[src/sv/cfd_pkg.sv]
// ----------------------------------------------------------------------------
// cfd_pkg
// Shared types for the COBS frame decoder: result kinds and the result item.
// ----------------------------------------------------------------------------
package cfd_pkg;

  typedef enum logic [1:0] {
    KIND_NONE     = 2'd0,
    KIND_DATA     = 2'd1,
    KIND_END      = 2'd2,
    KIND_OVERFLOW = 2'd3
  } kind_t;

  typedef struct packed {
    kind_t      kind;
    logic [7:0] data_byte;
    logic [7:0] byte_index;
    logic [7:0] frame_length;
  } result_t;

endpackage

[src/sv/cfd_in_reg.sv]
// ----------------------------------------------------------------------------
// cfd_in_reg
// Input register: holds one received byte until the decode stage takes it.
// ----------------------------------------------------------------------------
module cfd_in_reg (
  input  logic       clk,
  input  logic       rst,
  input  logic       in_valid,
  output logic       in_stall,
  input  logic [7:0] in_byte,
  input  logic       take,
  output logic       held_valid,
  output logic [7:0] held_byte
);

  logic load;

  // free the register in the same cycle the held item moves on
  assign in_stall = held_valid && !take;
  assign load     = in_valid && !in_stall;

  always_ff @(posedge clk) begin
    if (rst) begin
      held_valid <= 1'b0;
    end else if (load) begin
      held_valid <= 1'b1;
    end else if (take) begin
      held_valid <= 1'b0;
    end
  end

  always_ff @(posedge clk) begin
    if (load) begin
      held_byte <= in_byte;
    end
  end

endmodule

[src/sv/cfd_decode.sv]
// ----------------------------------------------------------------------------
// cfd_decode
// Frame state and the single-pass decode of one byte into one result item.
// ----------------------------------------------------------------------------
module cfd_decode
  import cfd_pkg::*;
(
  input  logic       clk,
  input  logic       rst,
  input  logic       advance,
  input  logic [7:0] cur_byte,
  input  logic [7:0] max_length,
  output result_t    res
);

  logic       collecting;
  logic [7:0] byte_count;
  logic [7:0] zero_distance;
  logic       collecting_next;
  logic [7:0] byte_count_next;
  logic [7:0] zero_distance_next;
  logic [7:0] dist_dec;

  assign dist_dec = zero_distance - 8'd1;

  always_comb begin
    collecting_next    = collecting;
    byte_count_next    = byte_count;
    zero_distance_next = zero_distance;
    res.kind           = KIND_NONE;
    res.data_byte      = 8'd0;
    res.byte_index     = 8'd0;
    res.frame_length   = 8'd0;
    if (cur_byte == 8'd0) begin
      // delimiter: report length and start over
      res.kind           = KIND_END;
      res.frame_length   = byte_count;
      collecting_next    = 1'b0;
      byte_count_next    = 8'd0;
      zero_distance_next = 8'd0;
    end else if (!collecting) begin
      collecting_next    = 1'b1;
      zero_distance_next = cur_byte;
    end else if (byte_count >= max_length) begin
      // drop the frame; this byte is not a code byte
      res.kind           = KIND_OVERFLOW;
      collecting_next    = 1'b0;
      byte_count_next    = 8'd0;
      zero_distance_next = 8'd0;
    end else begin
      res.kind        = KIND_DATA;
      res.byte_index  = byte_count;
      byte_count_next = byte_count + 8'd1;
      if (dist_dec == 8'd0) begin
        res.data_byte      = 8'd0;
        zero_distance_next = cur_byte;
      end else begin
        res.data_byte      = cur_byte;
        zero_distance_next = dist_dec;
      end
    end
  end

  always_ff @(posedge clk) begin
    if (rst) begin
      collecting    <= 1'b0;
      byte_count    <= 8'd0;
      zero_distance <= 8'd0;
    end else if (advance) begin
      collecting    <= collecting_next;
      byte_count    <= byte_count_next;
      zero_distance <= zero_distance_next;
    end
  end

endmodule

[src/sv/cobs_frame_decoder.sv]
// ----------------------------------------------------------------------------
// cobs_frame_decoder
// COBS decoder that takes one encoded byte per item and gives one result each.
// ----------------------------------------------------------------------------
// Takes one item per clock cycle with no bubbles while out_stall is low; every
// accepted byte gives exactly one result item (kind none, data, frame end or
// overflow drop). The byte sits in an input register, is decoded against the
// frame state, and lands in the result register. The frame state update
// (compare with max_length, countdown, count increment) is the one loop that
// sets the rate. max_length resets to 255. Write it (cfg_wr_en/cfg_wr_data)
// only while no item is in flight; the block does not enforce this.
// ----------------------------------------------------------------------------
module cobs_frame_decoder
  import cfd_pkg::*;
(
  input  logic       clk,
  input  logic       rst,
  input  logic       cfg_wr_en,
  input  logic [7:0] cfg_wr_data,
  input  logic       in_valid,
  output logic       in_stall,
  input  logic [7:0] in_byte,
  output logic       out_valid,
  input  logic       out_stall,
  output logic [1:0] kind,
  output logic [7:0] data_byte,
  output logic [7:0] byte_index,
  output logic [7:0] frame_length
);

  logic       held_valid;
  logic [7:0] held_byte;
  logic       advance;
  logic [7:0] max_length;
  result_t    res;
  result_t    out_res;

  always_ff @(posedge clk) begin
    if (rst) begin
      max_length <= 8'd255;
    end else if (cfg_wr_en) begin
      max_length <= cfg_wr_data;
    end
  end

  // move the held item on whenever the result register is free or draining
  assign advance = held_valid && (!out_valid || !out_stall);

  cfd_in_reg u_in_reg (
    .clk        (clk),
    .rst        (rst),
    .in_valid   (in_valid),
    .in_stall   (in_stall),
    .in_byte    (in_byte),
    .take       (advance),
    .held_valid (held_valid),
    .held_byte  (held_byte)
  );

  cfd_decode u_decode (
    .clk        (clk),
    .rst        (rst),
    .advance    (advance),
    .cur_byte   (held_byte),
    .max_length (max_length),
    .res        (res)
  );

  always_ff @(posedge clk) begin
    if (rst) begin
      out_valid <= 1'b0;
    end else if (advance) begin
      out_valid <= 1'b1;
    end else if (!out_stall) begin
      out_valid <= 1'b0;
    end
  end

  always_ff @(posedge clk) begin
    if (advance) begin
      out_res <= res;
    end
  end

  assign kind         = out_res.kind;
  assign data_byte    = out_res.data_byte;
  assign byte_index   = out_res.byte_index;
  assign frame_length = out_res.frame_length;

endmodule
[config.mk]
export PLATFORM = sky130hd
export DESIGN_NAME = cobs_frame_decoder
export DESIGN_NICKNAME = d
export VERILOG_FILES = /design/src/sv/cfd_pkg.sv /design/src/sv/cfd_in_reg.sv /design/src/sv/cfd_decode.sv /design/src/sv/cobs_frame_decoder.sv
export SDC_FILE = /design/constraint.sdc
export NUM_CORES = 1
export LEC_CHECK = 0
export ABC_AREA = 1
export BUFFER_PORTS_ARGS = -buffer_cell sky130_fd_sc_hd__buf_2
export CORE_MARGIN = 1
export CORE_UTILIZATION = 35
export DETAILED_ROUTE_END_ITERATION = 8
export PLACE_DENSITY = 0.54
export SYNTH_ARGS = -nofsm -noshare
export SYNTH_HDL_FRONTEND = slang
export SYNTH_SLANG_ARGS = --single-unit
[constraint.sdc]
create_clock -name clk -period 1.85 [get_ports clk]
set_clock_uncertainty 0.15 [all_clocks]
set_input_delay 0.0925 -clock clk [delete_from_list [all_inputs] [get_ports clk]]
set_output_delay 0.0925 -clock clk [all_outputs]
set_load 0.05 [all_outputs]
==> results.md <==
* Status: completed
* FF+latch count, synth at between 60 and 70
* DP Area at approximately 3500 um2
* Reg power frac at between 40 and 50%
* Pre-CTS setup slack at -0.0841 ns
* RR Startpoint: max_length[5]$_SDFFE_PP1P_
* Overall Global Routing Usage at between 10% and 20%
* CP max FO at 8
* Number of port buffers at between 40 and 50
* Max IR drop VDD at about 0.40 mV
* First-pass GRT wire length at 11100 um
* Synth-to-layout area growth at 44.7%
* Post-Route WL at between 6000 and 7000 um
* Ys Warns at 0
* Core Box Area at approximately 8000 um2
* Leakage power at ~1.8 nW
* Comb power frac at about a fifth
* Critical Path Start Type: register
* Max-slew violations at 0
* Worst path required time at approximately 2.0 ns
* Hold Path Origin: out_stall
* Die Span X at between 90 and 100 um
* Die height at between 90 and 100 um
* Fmax achieved at approximately 550 MHz
* Crit path DAT at 1.93 ns
* P_int at between 2 and 2.5 mW
* Post-Syn Instances at 323
* Worst R2R End: u_decode.zero_distance[4]$_SDFFE_PP0P_
* TritonCTS clock tree: built
* Routed Antenna Nets at 0
* Routed WL per cell at 12.2 um
* GRT overflow at 0
* Post-synthesis sequential area ratio at ~54%
* Site row count at 32
* Psw at around 0.94 mW
* Final hold vios at 0
* Synth top area cells: edfxtp_1 35%, dfxtp_1 19%, inv_1 6.2%, nand2_1 5.7%, nor2_1 5.2%
* Hold Path Sink: u_decode.collecting$_SDFFE_PP0P_
* Final HPWL DP at roughly 4600 um
* Worst R2R Path Depth at 9
* Yosys cell types at 26
* Layout Nets at roughly 470
* Tcrit/Tclk final at between 90 and 100%
* Number of DRC markers in iteration 0 at 66
* GP Congestion at between 0.9 and 1
* HP Class: input port to register
* Post-synth EDFFs at 34
* Share of cells above drive strength 1 at a little under two fifths
* Pwr dens at 797 nW/um2
* Largest net degree at the start of global routing at 38
* Final WS setup at a little under 0.03 ns
* I/O Pins at 49
* Die area at roughly 8700 um2
* Synth top area share at 35.2%
* Antenna diode count at 0
* Final setup viols at 0
* Switching Share at 28.1%
* Number of global-route vias before repair at around 2400
* Ys async rst share at 0%
* CTS Buffer Depth at 2
* Reg clk slew, reported paths at roughly 0.070 ns
* Synth Net Count at roughly 360
* DRC at 0
* Starting Density at between 30% and 40%
* Via count at 2466
* Commonest non-fill, non-tap cell in the layout: buf_2
* CTS H-tree lvls at 3
* WS Path Type: register to register
* Yosys top cell by area: edfxtp_1
* TritonCTS Sinks at 61
* Total CTS buffers at 9
* Post-Syn Area per Cell at between 8 and 9 um2
* Detailed Routing Iterations Pass 1 at 4
* Drt via density at approximately 4.5
* Final Util at approximately 53%
* Part of the power in the clock network at between 30% and 40%
* R2R Setup Slk at ~0.029 ns
* Synth Cell Area at 2900 um2
* RSZ-0062 raised after global routing: yes
* Synth Flop Type: edfxtp_1
* Worst Hold Path Cells at 6
* CP Capture Type: register
* Most frequent cells in the layout: 48 x buf_2, 42 x inv_1, 40 x nand2_1
* Design Area, Final at about 4200 um2
* Worst slew pin tran at roughly 0.43 ns
* CTS Root Cell: clkbuf_8
* Initial antenna violation count at 0
* Max Cap Viol at 0
* Max-slew headroom at 71.4%
* Clock latency on the worst-skew pair at 0.33 ns
* Tmin final at about 1.8 ns
-- synth_stat cells (2+ instances only) --
cell type	count
nor2_2	5
inv_1	48
nand3b_1	2
nor2_4	2
dfxtp_1	27
nand2_1	44
o21ai_1	3
o21ai_0	20
nand3_1	22
a21oi_2	8
nor2_1	40
a21oi_1	26
nand4_1	7
edfxtp_1	34
ha_1	11
inv_2	6
nor2_8	2
clkbuf_1	3
xor2_1	3
nand2_2	4
-- registers in the layout, summed over array words and instances (netlist names) --
register                count
u_in_reg.held_valid         1
u_decode.byte_count         8
frame_length                8
out_valid                   1
u_decode.collecting         1
byte_index                  8
kind                        2
max_length                  8
u_decode.zero_distance      8
data_byte                   8
u_in_reg.held_byte          8
-- metal layers --
metal | global-route usage [%] | part of all wire [%] | up-vias
met5 | 0 | 0 | -
li1 | - | - | 1307
met2 | 25.7 | 45 | 62
met3 | 3.90 | 4.4 | 4
met4 | 6.41 | 0.78 | 0
met1 | 22.7 | 50 | 1093
-- power groups by stage --
stage,Sequential (mW),Clock (mW),Combinational [mW]
after floorplan,1.64,0,0.271
after global placement,1.56,0,0.524
after detailed placement,1.56,0,0.527
after CTS,1.53,1.21,0.588
after global routing,1.54,1.28,0.682
final,1.54,1.19,0.624
-- worst max path at each step --
stage | slack, ns | to | cells after the start | start
floorplan | 0.02 | data_byte[0]$_SDFFCE_PP0P_ | 11 | u_decode.zero_distance[0]$_SDFFE_PP0P_
detailed placement | -0.08 | u_decode.zero_distance[0]$_SDFFE_PP0P_ | 9 | max_length[5]$_SDFFE_PP1P_
finish | 0.03 | u_decode.zero_distance[4]$_SDFFE_PP0P_ | 9 | max_length[5]$_SDFFE_PP1P_
CTS | -0.004 | u_decode.zero_distance[4]$_SDFFE_PP0P_ | 9 | max_length[5]$_SDFFE_PP1P_
global placement | -0.04 | u_decode.byte_count[7]$_SDFFE_PP0P_ | 9 | max_length[5]$_SDFFE_PP1P_
global route | -0.07 | u_decode.zero_distance[4]$_SDFFE_PP0P_ | 10 | max_length[3]$_SDFFE_PP1P_
-- kinds of logic (layout without fill, tap and decap cells) --
group	after synthesis	in the layout	synth area share [%]
buf+inv	59	182	7.76
flops	61	61	53.8
xor+xnor	3	3	0.905
fa+ha+maj	11	11	4.74
simple gates	130	130	21.4
compound gates	59	59	11.4
-- worst max-delay path, cell delays in order, from the launching register on --
cell and delay, ns:
dfxtp_2 0.32, inv_2 0.08, ha_4 0.20, a21oi_2 0.14
o21a_1 0.15, nand3_2 0.12, nor2_4 0.20, buf_6 0.18
nand3_2 0.08, a21oi_2 0.13
-- per-stage QoR --
stage | total power [mW] | TNS (ns) | cells | hold WS, ns
global route | 3.50 | -0.534 | 548 | 0.302
detailed placement | 2.09 | -1.51 | 499 | 0.121
floorplan | 1.91 | 0 | 323 | 0.0414
finish | 3.35 | 0 | 548 | 0.219
global placement | 2.09 | -0.356 | 499 | 0.119
CTS | 3.33 | -0.00454 | 544 | 0.205
-- layout make-up --
| type | count | area, um2 |
|---|---|---|
| clock buffer | 10 | 138 |
| clock inverter | 6 | 62.6 |
| fill | 709 | 3690 |
| inverter | 54 | 203 |
| multi-input combinational | 203 | 1260 |
| sequential | 61 | 1570 |
| tap | 102 | 128 |
| timing repair buffer | 112 | 835 |
-- what timing repair did --
item / CTS / global route
resized for setup: 10 / 30
setup buffers: 0 / 4
hold buffers: 29 / 0
endpoints found under the hold margin: 20 / 0
pin swaps: 5 / 13
setup endpoints to repair: 27 / 33
Power figures use the tool's default switching activity.
